--- src/rtl/swv_pkg.sv ---
// Shared types and constants for the per-track sliding window vote block.
// No dependencies; every other file refers to this package by scoped names.
`timescale 1ns / 1ps

package swv_pkg;

    // Field and register widths fixed by the interface
    localparam int TRACK_W   = 32;
    localparam int CFG_W     = 6;
    localparam int CFG_IDX_W = 1;

    // Register indexes on the configuration port
    localparam logic [CFG_IDX_W-1:0] CFG_WINDOW_LEN = 1'd0;
    localparam logic [CFG_IDX_W-1:0] CFG_THRESHOLD  = 1'd1;

    // Register reset values
    localparam logic [CFG_W-1:0] WINDOW_LEN_RST = 6'd8;
    localparam logic [CFG_W-1:0] THRESHOLD_RST  = 6'd4;

    // Operation codes
    localparam logic OP_OBSERVE = 1'b0;
    localparam logic OP_DROP    = 1'b1;

    // Width used when comparing counts against the threshold register
    localparam int CMP_W = 7;

    // Control from the sequencer to the slot table
    typedef struct packed {
        logic rd_en;      // read entry and valid bit at the read address
        logic wr_en;      // write entry at the write address
        logic set_valid;  // mark the write address valid
        logic clr_valid;  // mark the write address free
        logic clr_all;    // free every slot
    } tbl_ctl_t;

endpackage

--- src/rtl/swv_if.sv ---
// Handshake interfaces for the request and response words.
// Depends on swv_pkg for field widths.
`timescale 1ns / 1ps

interface swv_req_if;
    logic                        valid;
    logic                        ready;
    logic                        op;
    logic                        has_track;
    logic [swv_pkg::TRACK_W-1:0] track_key;
    logic                        event_seen;

    modport source (output valid, op, has_track, track_key, event_seen, input ready);
    modport sink   (input valid, op, has_track, track_key, event_seen, output ready);
endinterface

interface swv_rsp_if;
    logic valid;
    logic ready;
    logic decision;
    logic table_overflow;

    modport source (output valid, decision, table_overflow, input ready);
    modport sink   (input valid, decision, table_overflow, output ready);
endinterface

--- src/rtl/per_track_sliding_window_vote.sv ---
// Per-track sliding window majority vote, top level: sequencer, registers
// and output stage. Depends on swv_pkg, swv_if, swv_table and swv_window.
`timescale 1ns / 1ps

// One word is handled at a time. The slot table is searched by a single
// compare unit, one slot per cycle through the table's registered read port.
// An observe word passes through accept, scan, update and output steps, the
// scan ending early once the track is found; an observe word without a track
// goes from accept straight to output. The output step also waits while an
// earlier result still sits unread in the output register. A drop word goes
// through accept, scan and update only and gives no result. The search stops
// at the first slot holding the track, and a new track takes the lowest free
// slot. Writing window_len frees every slot at once, so no clearing pass is
// needed after reset or a length change.
module per_track_sliding_window_vote #(
    parameter int TRACK_SLOTS = 64,
    parameter int WINDOW_MAX  = 32
) (
    input  logic                          clk,
    input  logic                          rst_n,
    swv_req_if.sink                       req,
    swv_rsp_if.source                     rsp,
    input  logic                          cfg_we,
    input  logic [swv_pkg::CFG_IDX_W-1:0] cfg_index,
    input  logic [swv_pkg::CFG_W-1:0]     cfg_data
);

    localparam int AW     = (TRACK_SLOTS > 1) ? $clog2(TRACK_SLOTS) : 1;
    localparam int SCW    = $clog2(TRACK_SLOTS + 1);
    localparam int CW     = $clog2(WINDOW_MAX + 1);
    localparam int WIN_IW = (WINDOW_MAX > 1) ? $clog2(WINDOW_MAX) : 1;
    localparam int TW     = swv_pkg::TRACK_W;
    localparam int DW     = TW + WINDOW_MAX + 2 * CW;

    // Sequencer states
    localparam logic [1:0] ST_IDLE   = 2'd0;
    localparam logic [1:0] ST_SCAN   = 2'd1;
    localparam logic [1:0] ST_CALC   = 2'd2;
    localparam logic [1:0] ST_FINISH = 2'd3;

    logic [1:0]                  state_reg, state_next;
    logic [swv_pkg::CFG_W-1:0]   window_len_reg, window_len_next;
    logic [swv_pkg::CFG_W-1:0]   threshold_reg, threshold_next;
    logic                        op_reg, op_next;
    logic                        ev_reg, ev_next;
    logic [TW-1:0]               id_reg, id_next;
    logic [SCW-1:0]              cnt_reg, cnt_next;
    logic                        rd_live_reg, rd_live_next;
    logic [AW-1:0]               rd_idx_reg, rd_idx_next;
    logic                        hit_reg, hit_next;
    logic [AW-1:0]               slot_reg, slot_next;
    logic                        free_found_reg, free_found_next;
    logic [AW-1:0]               free_reg, free_next;
    logic [WINDOW_MAX-1:0]       bits_reg, bits_next;
    logic [CW-1:0]               fill_reg, fill_next;
    logic [CW-1:0]               ones_reg, ones_next;
    logic                        res_dec_reg, res_dec_next;
    logic                        res_ovf_reg, res_ovf_next;
    logic                        out_valid_reg, out_valid_next;
    logic                        out_dec_reg, out_dec_next;
    logic                        out_ovf_reg, out_ovf_next;

    swv_pkg::tbl_ctl_t           ctl;
    logic [AW-1:0]               wr_addr;
    logic [DW-1:0]               wr_data;
    logic [DW-1:0]               rd_data;
    logic                        rd_valid;
    logic [TW-1:0]               rd_track;
    logic                        scan_match;
    logic                        scan_last;
    logic                        accept;
    logic [CW-1:0]               n_eff;
    logic [WINDOW_MAX-1:0]       win_bits;
    logic [CW-1:0]               win_fill;
    logic [CW-1:0]               win_ones;
    logic                        win_dec;

    // Effective window length, clamped to 1..WINDOW_MAX
    always_comb
    begin
        if (window_len_reg == '0)
        begin
            n_eff = CW'(1);
        end
        else if (swv_pkg::CMP_W'(window_len_reg) > swv_pkg::CMP_W'(WINDOW_MAX))
        begin
            n_eff = CW'(WINDOW_MAX);
        end
        else
        begin
            n_eff = CW'(window_len_reg);
        end
    end

    // Configuration registers
    always_comb
    begin
        window_len_next = window_len_reg;
        threshold_next  = threshold_reg;
        if (cfg_we)
        begin
            unique case (cfg_index)
                swv_pkg::CFG_WINDOW_LEN: window_len_next = cfg_data;
                swv_pkg::CFG_THRESHOLD:  threshold_next  = cfg_data;
                default:                 ;
            endcase
        end
    end

    // Unpack the entry being read
    assign rd_track   = rd_data[DW-1 -: TW];
    assign scan_match = rd_live_reg && rd_valid && (rd_track == id_reg);
    assign scan_last  = (cnt_reg == SCW'(TRACK_SLOTS));
    assign accept     = req.valid && req.ready;

    // Window update unit
    swv_window #(
        .WIN    (WINDOW_MAX),
        .CW     (CW),
        .WIN_IW (WIN_IW)
    ) u_window (
        .hit      (hit_reg),
        .ev       (ev_reg),
        .n        (n_eff),
        .thr      (threshold_reg),
        .bits_in  (bits_reg),
        .fill_in  (fill_reg),
        .ones_in  (ones_reg),
        .bits_out (win_bits),
        .fill_out (win_fill),
        .ones_out (win_ones),
        .decision (win_dec)
    );

    // Sequencer
    always_comb
    begin
        state_next      = state_reg;
        op_next         = op_reg;
        ev_next         = ev_reg;
        id_next         = id_reg;
        cnt_next        = cnt_reg;
        rd_live_next    = 1'b0;
        rd_idx_next     = cnt_reg[AW-1:0];
        hit_next        = hit_reg;
        slot_next       = slot_reg;
        free_found_next = free_found_reg;
        free_next       = free_reg;
        bits_next       = bits_reg;
        fill_next       = fill_reg;
        ones_next       = ones_reg;
        res_dec_next    = res_dec_reg;
        res_ovf_next    = res_ovf_reg;
        out_valid_next  = out_valid_reg && !rsp.ready;
        out_dec_next    = out_dec_reg;
        out_ovf_next    = out_ovf_reg;
        ctl             = '0;
        ctl.clr_all     = cfg_we && (cfg_index == swv_pkg::CFG_WINDOW_LEN);
        wr_addr         = hit_reg ? slot_reg : free_reg;
        wr_data         = {id_reg, win_bits, win_fill, win_ones};

        unique case (state_reg)
            ST_IDLE:
            begin
                if (accept)
                begin
                    op_next         = req.op;
                    ev_next         = req.event_seen;
                    id_next         = req.track_key;
                    cnt_next        = '0;
                    hit_next        = 1'b0;
                    free_found_next = 1'b0;
                    res_dec_next    = 1'b0;
                    res_ovf_next    = 1'b0;
                    if (req.op == swv_pkg::OP_OBSERVE && !req.has_track)
                    begin
                        state_next = ST_FINISH;
                    end
                    else
                    begin
                        state_next = ST_SCAN;
                    end
                end
            end
            ST_SCAN:
            begin
                // issue the next read while checking the previous one
                if (!scan_last)
                begin
                    ctl.rd_en    = 1'b1;
                    rd_live_next = 1'b1;
                    cnt_next     = cnt_reg + SCW'(1);
                end
                if (rd_live_reg && !rd_valid && !free_found_reg)
                begin
                    free_found_next = 1'b1;
                    free_next       = rd_idx_reg;
                end
                if (scan_match)
                begin
                    hit_next     = 1'b1;
                    slot_next    = rd_idx_reg;
                    bits_next    = rd_data[2*CW +: WINDOW_MAX];
                    fill_next    = rd_data[CW +: CW];
                    ones_next    = rd_data[0 +: CW];
                    rd_live_next = 1'b0;
                    state_next   = ST_CALC;
                end
                else if (scan_last)
                begin
                    state_next = ST_CALC;
                end
            end
            ST_CALC:
            begin
                if (op_reg == swv_pkg::OP_DROP)
                begin
                    wr_addr       = slot_reg;
                    ctl.clr_valid = hit_reg;
                    state_next    = ST_IDLE;
                end
                else
                begin
                    ctl.wr_en     = hit_reg || free_found_reg;
                    ctl.set_valid = !hit_reg && free_found_reg;
                    res_dec_next  = (hit_reg || free_found_reg) && win_dec;
                    res_ovf_next  = !hit_reg && !free_found_reg;
                    state_next    = ST_FINISH;
                end
            end
            ST_FINISH:
            begin
                // hand over once the output register is free
                if (!out_valid_reg || rsp.ready)
                begin
                    out_valid_next = 1'b1;
                    out_dec_next   = res_dec_reg;
                    out_ovf_next   = res_ovf_reg;
                    state_next     = ST_IDLE;
                end
            end
            default:
            begin
                state_next = ST_IDLE;
            end
        endcase
    end

    // Slot table
    swv_table #(
        .SLOTS (TRACK_SLOTS),
        .AW    (AW),
        .DW    (DW)
    ) u_table (
        .clk      (clk),
        .rst_n    (rst_n),
        .ctl      (ctl),
        .rd_addr  (cnt_reg[AW-1:0]),
        .wr_addr  (wr_addr),
        .wr_data  (wr_data),
        .rd_data  (rd_data),
        .rd_valid (rd_valid)
    );

    // Control state
    always_ff @(posedge clk or negedge rst_n)
    begin
        if (!rst_n)
        begin
            state_reg      <= ST_IDLE;
            window_len_reg <= swv_pkg::WINDOW_LEN_RST;
            threshold_reg  <= swv_pkg::THRESHOLD_RST;
            cnt_reg        <= '0;
            rd_live_reg    <= 1'b0;
            hit_reg        <= 1'b0;
            free_found_reg <= 1'b0;
            out_valid_reg  <= 1'b0;
        end
        else
        begin
            state_reg      <= state_next;
            window_len_reg <= window_len_next;
            threshold_reg  <= threshold_next;
            cnt_reg        <= cnt_next;
            rd_live_reg    <= rd_live_next;
            hit_reg        <= hit_next;
            free_found_reg <= free_found_next;
            out_valid_reg  <= out_valid_next;
        end
    end

    // Payload, no reset
    always_ff @(posedge clk)
    begin
        op_reg      <= op_next;
        ev_reg      <= ev_next;
        id_reg      <= id_next;
        rd_idx_reg  <= rd_idx_next;
        slot_reg    <= slot_next;
        free_reg    <= free_next;
        bits_reg    <= bits_next;
        fill_reg    <= fill_next;
        ones_reg    <= ones_next;
        res_dec_reg <= res_dec_next;
        res_ovf_reg <= res_ovf_next;
        out_dec_reg <= out_dec_next;
        out_ovf_reg <= out_ovf_next;
    end

    assign req.ready          = (state_reg == ST_IDLE);
    assign rsp.valid          = out_valid_reg;
    assign rsp.decision       = out_dec_reg;
    assign rsp.table_overflow = out_ovf_reg;

    // Checks
    a_busy_after_accept: assert property (@(posedge clk) disable iff (!rst_n)
        accept |=> state_reg != ST_IDLE)
        else $error("sequencer idle straight after accepting a word");

    a_write_in_calc: assert property (@(posedge clk) disable iff (!rst_n)
        ctl.wr_en |-> (state_reg == ST_CALC) && (op_reg == swv_pkg::OP_OBSERVE))
        else $error("table written outside the update of an observe word");

    a_vote_or_overflow: assert property (@(posedge clk) disable iff (!rst_n)
        out_valid_reg |-> !(out_dec_reg && out_ovf_reg))
        else $error("vote raised together with table overflow");

    a_scan_bound: assert property (@(posedge clk) disable iff (!rst_n)
        cnt_reg <= SCW'(TRACK_SLOTS))
        else $error("scan counter ran past the table");

    a_calc_from_scan: assert property (@(posedge clk) disable iff (!rst_n)
        state_reg == ST_CALC |-> $past(state_reg) == ST_SCAN)
        else $error("update entered without a table scan");

endmodule

--- src/rtl/swv_table.sv ---
// Slot table: entry memory with one write and one registered read port,
// plus per-slot valid flags held in flops. Depends on swv_pkg.
`timescale 1ns / 1ps

module swv_table #(
    parameter int SLOTS = 64,
    parameter int AW    = 6,
    parameter int DW    = 76
) (
    input  logic              clk,
    input  logic              rst_n,
    input  swv_pkg::tbl_ctl_t ctl,
    input  logic [AW-1:0]     rd_addr,
    input  logic [AW-1:0]     wr_addr,
    input  logic [DW-1:0]     wr_data,
    output logic [DW-1:0]     rd_data,
    output logic              rd_valid
);

    logic [DW-1:0]    mem [SLOTS];
    logic [DW-1:0]    rd_data_reg;
    logic             rd_valid_reg;
    logic [SLOTS-1:0] valid_reg;
    logic [SLOTS-1:0] valid_next;

    // Entry storage, no reset
    always_ff @(posedge clk)
    begin
        if (ctl.wr_en)
        begin
            mem[wr_addr] <= wr_data;
        end
    end

    // Registered read of entry and its flag
    always_ff @(posedge clk)
    begin
        if (ctl.rd_en)
        begin
            rd_data_reg  <= mem[rd_addr];
            rd_valid_reg <= valid_reg[rd_addr];
        end
    end

    // Valid flags: a table clear wins over single-slot updates
    always_comb
    begin
        valid_next = valid_reg;
        if (ctl.clr_all)
        begin
            valid_next = '0;
        end
        else if (ctl.set_valid)
        begin
            valid_next[wr_addr] = 1'b1;
        end
        else if (ctl.clr_valid)
        begin
            valid_next[wr_addr] = 1'b0;
        end
    end

    always_ff @(posedge clk or negedge rst_n)
    begin
        if (!rst_n)
        begin
            valid_reg <= '0;
        end
        else
        begin
            valid_reg <= valid_next;
        end
    end

    assign rd_data  = rd_data_reg;
    assign rd_valid = rd_valid_reg;

endmodule

--- src/rtl/swv_window.sv ---
// Window update datapath: shifts one vote into a slot's window and keeps the
// fill and ones counts in step, then forms the vote. Depends on swv_pkg.
`timescale 1ns / 1ps

module swv_window #(
    parameter int WIN    = 32,
    parameter int CW     = 6,
    parameter int WIN_IW = 5
) (
    input  logic                      hit,
    input  logic                      ev,
    input  logic [CW-1:0]             n,
    input  logic [swv_pkg::CFG_W-1:0] thr,
    input  logic [WIN-1:0]            bits_in,
    input  logic [CW-1:0]             fill_in,
    input  logic [CW-1:0]             ones_in,
    output logic [WIN-1:0]            bits_out,
    output logic [CW-1:0]             fill_out,
    output logic [CW-1:0]             ones_out,
    output logic                      decision
);

    logic [WIN-1:0]    len_mask;
    logic [CW-1:0]     fill_cl;
    logic              full;
    logic              oldest;
    logic [CW-1:0]     n_m1;
    logic [WIN-1:0]    shifted;

    // Mask of the lowest n window positions
    always_comb
    begin
        for (int i = 0; i < WIN; i++)
        begin
            len_mask[i] = (CW'(i) < n);
        end
    end

    assign fill_cl = (fill_in > n) ? n : fill_in;
    assign full    = (fill_cl == n);
    assign n_m1    = n - CW'(1);
    assign oldest  = bits_in[n_m1[WIN_IW-1:0]];
    assign shifted = ((bits_in << 1) | WIN'(ev)) & len_mask;

    // Existing slot shifts, new slot starts with a single vote
    always_comb
    begin
        if (hit)
        begin
            bits_out = shifted;
            ones_out = ones_in + CW'(ev) - CW'(full & oldest);
            fill_out = full ? n : (fill_cl + CW'(1));
        end
        else
        begin
            bits_out = WIN'(ev);
            ones_out = CW'(ev);
            fill_out = CW'(1);
        end
    end

    // Vote once the window is full and ones exceed the threshold
    assign decision = (fill_out >= n) &&
                      (swv_pkg::CMP_W'(ones_out) > swv_pkg::CMP_W'(thr));

endmodule
--- src/flat_wrapper.sv ---
// flat-port wrapper written by rule: the top's interface ports become plain ports
module per_track_sliding_window_vote_flat 
#(
    parameter int TRACK_SLOTS = 64,
    parameter int WINDOW_MAX  = 32
)
  (clk, rst_n, cfg_we, cfg_index, cfg_data, req_valid, req_op, req_has_track, req_track_key, req_event_seen, req_ready, rsp_valid, rsp_decision, rsp_table_overflow, rsp_ready);
  swv_req_if req_i ();
  swv_rsp_if rsp_i ();
  input  logic clk;
  input  logic rst_n;
  input  logic cfg_we;
  input  logic [swv_pkg::CFG_IDX_W-1:0] cfg_index;
  input  logic [swv_pkg::CFG_W-1:0] cfg_data;
  input wire logic [$bits(req_i.valid)-1:0] req_valid;
  input wire logic [$bits(req_i.op)-1:0] req_op;
  input wire logic [$bits(req_i.has_track)-1:0] req_has_track;
  input wire logic [$bits(req_i.track_key)-1:0] req_track_key;
  input wire logic [$bits(req_i.event_seen)-1:0] req_event_seen;
  output wire logic [$bits(req_i.ready)-1:0] req_ready;
  output wire logic [$bits(rsp_i.valid)-1:0] rsp_valid;
  output wire logic [$bits(rsp_i.decision)-1:0] rsp_decision;
  output wire logic [$bits(rsp_i.table_overflow)-1:0] rsp_table_overflow;
  input wire logic [$bits(rsp_i.ready)-1:0] rsp_ready;
  assign req_i.valid = req_valid;
  assign req_i.op = req_op;
  assign req_i.has_track = req_has_track;
  assign req_i.track_key = req_track_key;
  assign req_i.event_seen = req_event_seen;
  assign req_ready = req_i.ready;
  assign rsp_valid = rsp_i.valid;
  assign rsp_decision = rsp_i.decision;
  assign rsp_table_overflow = rsp_i.table_overflow;
  assign rsp_i.ready = rsp_ready;
  per_track_sliding_window_vote #(.TRACK_SLOTS(TRACK_SLOTS), .WINDOW_MAX(WINDOW_MAX)) u_core (.clk(clk), .rst_n(rst_n), .req(req_i), .rsp(rsp_i), .cfg_we(cfg_we), .cfg_index(cfg_index), .cfg_data(cfg_data));
endmodule
--- config.mk ---
export PLATFORM = sky130hd
export DESIGN_NAME = per_track_sliding_window_vote_flat
export DESIGN_NICKNAME = d
export VERILOG_FILES = /design/src/rtl/swv_pkg.sv /design/src/rtl/swv_if.sv /design/src/rtl/per_track_sliding_window_vote.sv /design/src/rtl/swv_table.sv /design/src/rtl/swv_window.sv /design/src/flat_wrapper.sv
export SDC_FILE = /design/constraint.sdc
export NUM_CORES = 2
export LEC_CHECK = 0
export ABC_CLOCK_PERIOD_IN_PS = 7240
export BUFFER_PORTS_ARGS = -buffer_cell sky130_fd_sc_hd__buf_2
export CELL_PAD_IN_SITES_DETAIL_PLACEMENT = 1
export CELL_PAD_IN_SITES_GLOBAL_PLACEMENT = 1
export CORE_MARGIN = 2
export CORE_UTILIZATION = 48
export CTS_CLUSTER_DIAMETER = 120
export DETAILED_ROUTE_END_ITERATION = 16
export PLACE_DENSITY = 0.67
export SLEW_MARGIN = 0
export SYNTH_ARGS = -nofsm -noshare
export SYNTH_HDL_FRONTEND = slang
export SYNTH_HIERARCHICAL = 1
export SYNTH_MEMORY_MAX_BITS = 65536
export SYNTH_SLANG_ARGS = --single-unit
--- constraint.sdc ---
create_clock -name clk -period 7.24 [get_ports clk]
set_input_delay 1.448 -clock clk [delete_from_list [all_inputs] [get_ports clk]]
set_output_delay 1.448 -clock clk [all_outputs]
set_load 0.005 [all_outputs]
==> impl_results.md <==
- Required time worst endpoint: 8000 ps
- Vias in the first global route: 101000
- Hpwl dp: 315000 um
- Critical Path AT: 7110 ps
- Fin nets: 9060
- Clk_lat worst skew: 1070 ps
- Worst min path class: input pin to asynchronous set/reset pin
- Net switching power: 21600 uW
- Top cell type's share of synthesized area: 0.775
- Horiz. Die Dim: 641 um
- Layout cells sized above 1: 0.268
- Synth Area in Simple Gates: 0.0145
- Routed WL: 608000 um
- Main synth FF type: edfxtp_1
- Die height: 641 um
- Total track usage: 0.296
- Yosys reg bits: 5130
- Compound-gate portion of the synthesized area: 0.0328
- Clock-pin slew on the worst setup and hold paths: 60 ps
- Async set-reset flop share out of synthesis: 0.0173
- Min cycle time layout: 6350 ps
- Starting Density: 0.481
- Crit Path Class: flip-flop to flip-flop
- Final count of hold timing violations: 0
- Combinational power share: 0.212
- Flop pwr share: 0.439
- First-pass GRT wire length: 837000 um
- Status: finished clean
- H-tree levels: 6
- Final Skew: 64.1 ps
- Yosys warns: 6
- Leakage: 0.0682 uW
- Sink Count: 5130
- Mean Syn Cell Area: 22.8 um^2
- Setup tns final: 0 ps
- Global route overflow: 0
- Hold-fix buffers, CTS: 0
- EDFF count, synth: 5035
- Total CTS buffers: 532
- RSZ-0062 raised after global routing: no
- Max Freq: 158 MHz
- Drt first pass iters: 6
- Clock buffer depth: 4
- Iter 0 DRT Violations: 16300
- Cells after synthesis: 8570
- Largest net degree at the start of global routing: 126
- Sequential element share of the synthesized area: 0.787
- Cell variety after synth: 59
- Setup crit start kind: flip-flop
- DR WL/cell: 41.0 um
- Max-slew violation total from the final report: 0
- Crit end category: flip-flop
- Antenna Nets Post-Route: 0
- Sw Ratio: 0.279
- # DRC: 0
- Pwr Total: 77500 uW
- Max reg flops: 4864
- Rows: 234
- Worst slew pin tran: 1450 ps
- Placer Congestion: 0.854
- Root buffer cell: clkbuf_16
- Vias: 100000
- Cell Int Power: 55900 uW
- Top cell family by delay on the critical path: adder cells
- Adder-cell share of the synthesized area: 0.00196
- Synthesized area: 0.195 mm^2
- CTS tree: yes
- I/O Buffers: 50
- Max IR drop VDD: 0.458 mV
- Power share of the clock group: 0.349
- Cts repair resizes: 0
- Buf/Inv on CP: 5
- Setup bufs post-CTS: 0
- DIE AREA: 0.411 mm^2
- Setup violators final: 0
- Worst slew margin: 0.0284
- Syn_nets: 8647
- Fin crit share: 0.877
- CP max stage delay: 580 ps
- Layout area overhead: 13.5%
- Core Region: 0.406 mm^2
- Cell accounting for the most synthesized area: edfxtp_1
- Mux cell area share after synthesis: 0.149
- Io pins: 51
- Worst Path Max Fanout: 16
- Total of max-cap violations: 0
- Vias per inst: 6.77
- Power per cell area: 350 mW/mm^2
- Crit-path slowest cell: mux4_2
- Largest cells by area after synthesis: edfxtp_1, mux4_2, a22oi_1
- Synth Area in XOR/XNOR: 0.00238
- Combinational family with the most area after synthesis: multiplexers
- Initial antenna violation count: 32
==> cell type report <==
class / count / area [um^2]
Fill cell: 34100 / 184000
Sequential cell: 5130 / 154000
Clock buffer: 658 / 14000
Timing Repair Buffer: 376 / 3800
Inverter: 32 / 126
Clock inverter: 290 / 3010
Multi-Input combinational cell: 2911 / 40000
Tap cell: 5428 / 6790
Antenna cell: 8 / 20.0
==> cells in the mapped netlist, drive strengths merged, types with 9 or more instances <==
| library cell | n |
|---|---|
| xnor2 | 41 |
| dfrtp | 87 |
| a21oi | 93 |
| or3b | 9 |
| nand3 | 150 |
| a211oi | 84 |
| a22oi | 308 |
| edfxtp | 5035 |
| mux2i | 83 |
| inv | 32 |
| nand4 | 13 |
| nand2b | 11 |
| and2 | 19 |
| nand2 | 128 |
| clkbuf | 212 |
| xor2 | 12 |
| mux2 | 19 |
| buf | 285 |
| nor2 | 179 |
| o22ai | 152 |
| o211a | 82 |
| mux4 | 1242 |
| o221ai | 77 |
| ha | 29 |
| and3 | 9 |
| nor2b | 18 |
| o21ai | 74 |
| nand3b | 26 |
==> worst reg2reg max path: cells and delay by family, from the launching register on <==
family	cells	cell delay, ps
AO/OA/AOI/OAI	4	750
adder cells (fa/ha/maj)	5	1910
AND/OR/NAND/NOR	8	1090
buffers and inverters	5	570
flip-flops	1	400
multiplexers	3	1360
==> path summary, 6_finish.rpt <==
kind	slack, ps	startpoint	depth (start not counted)	to
max in group asynchronous	5700	rst_n	2	u_core/window_len_reg[4]
min in group clk	420	u_core/u_table/rd_data[42]	0	u_core/bits_reg[30]
max reg2reg	890	u_core/window_len_reg[1]	25	u_core/res_dec_reg
max	890	u_core/window_len_reg[1]	25	u_core/res_dec_reg
min reg2reg	420	u_core/u_table/rd_data[42]	0	u_core/bits_reg[30]
min	250	rst_n	1	u_core/rsp.valid
==> cells in the final DEF (no fill, tap or decap), types with 73 or more instances in the layout <==
cell,instances
clkbuf_1,115
o221ai_1,77
mux4_2,1242
o21ai_0,73
buf_4,239
edfxtp_1,5035
clkinv_1,95
a21oi_1,78
mux2i_1,83
o22ai_1,152
nand2_1,126
a22oi_1,308
nand3_1,149
dfrtp_1,81
buf_12,88
clkinv_2,89
a211oi_1,84
o211a_1,82
clkbuf_16,541
nor2_1,106
==> per-stage QoR <==
step                      std cells  hold slack, ps  instance area (um^2)  utilization  setup slack (ps)
after CTS                     14800             182                221000        0.546              1020
after global routing          14800             228                221000        0.546               779
after detailed placement      13900             413                204000        0.504              1120
after global placement        13900             406                204000        0.504               932
after floorplan                8570             400                195000            -               652
final                         14800             250                221000        0.546               892
==> power groups by stage <==
stage | logic (uW) | registers (uW) | clock network (uW)
detailed placement | 16400 | 34600 | 0
floorplan | 11200 | 34400 | 0
global route | 17200 | 34000 | 28400
finish | 16400 | 34000 | 27100
global placement | 16100 | 34600 | 0
CTS | 16400 | 34000 | 27300
==> logic make-up (layout without fill, tap and decap cells) <==
group / count (synthesis) / count (layout)
AO/OA/AOI/OAI: 891 / 891
XOR/XNOR: 53 / 53
adder cells (fa/ha/maj): 30 / 30
buffers and inverters: 529 / 1356
flip-flops: 5130 / 5130
multiplexers: 1344 / 1344
other: 0 / 8
AND/OR/NAND/NOR: 593 / 593
==> per-layer routing <==
layer  share of wire  GRT usage  up-vias
li1                -          -    37600
met1            0.38      0.422    54900
met2            0.47      0.461     6753
met3            0.12     0.0583     1165
met4           0.039      0.101        6
met5        0.000058          0        -
(Power assumes the default switching activity.)
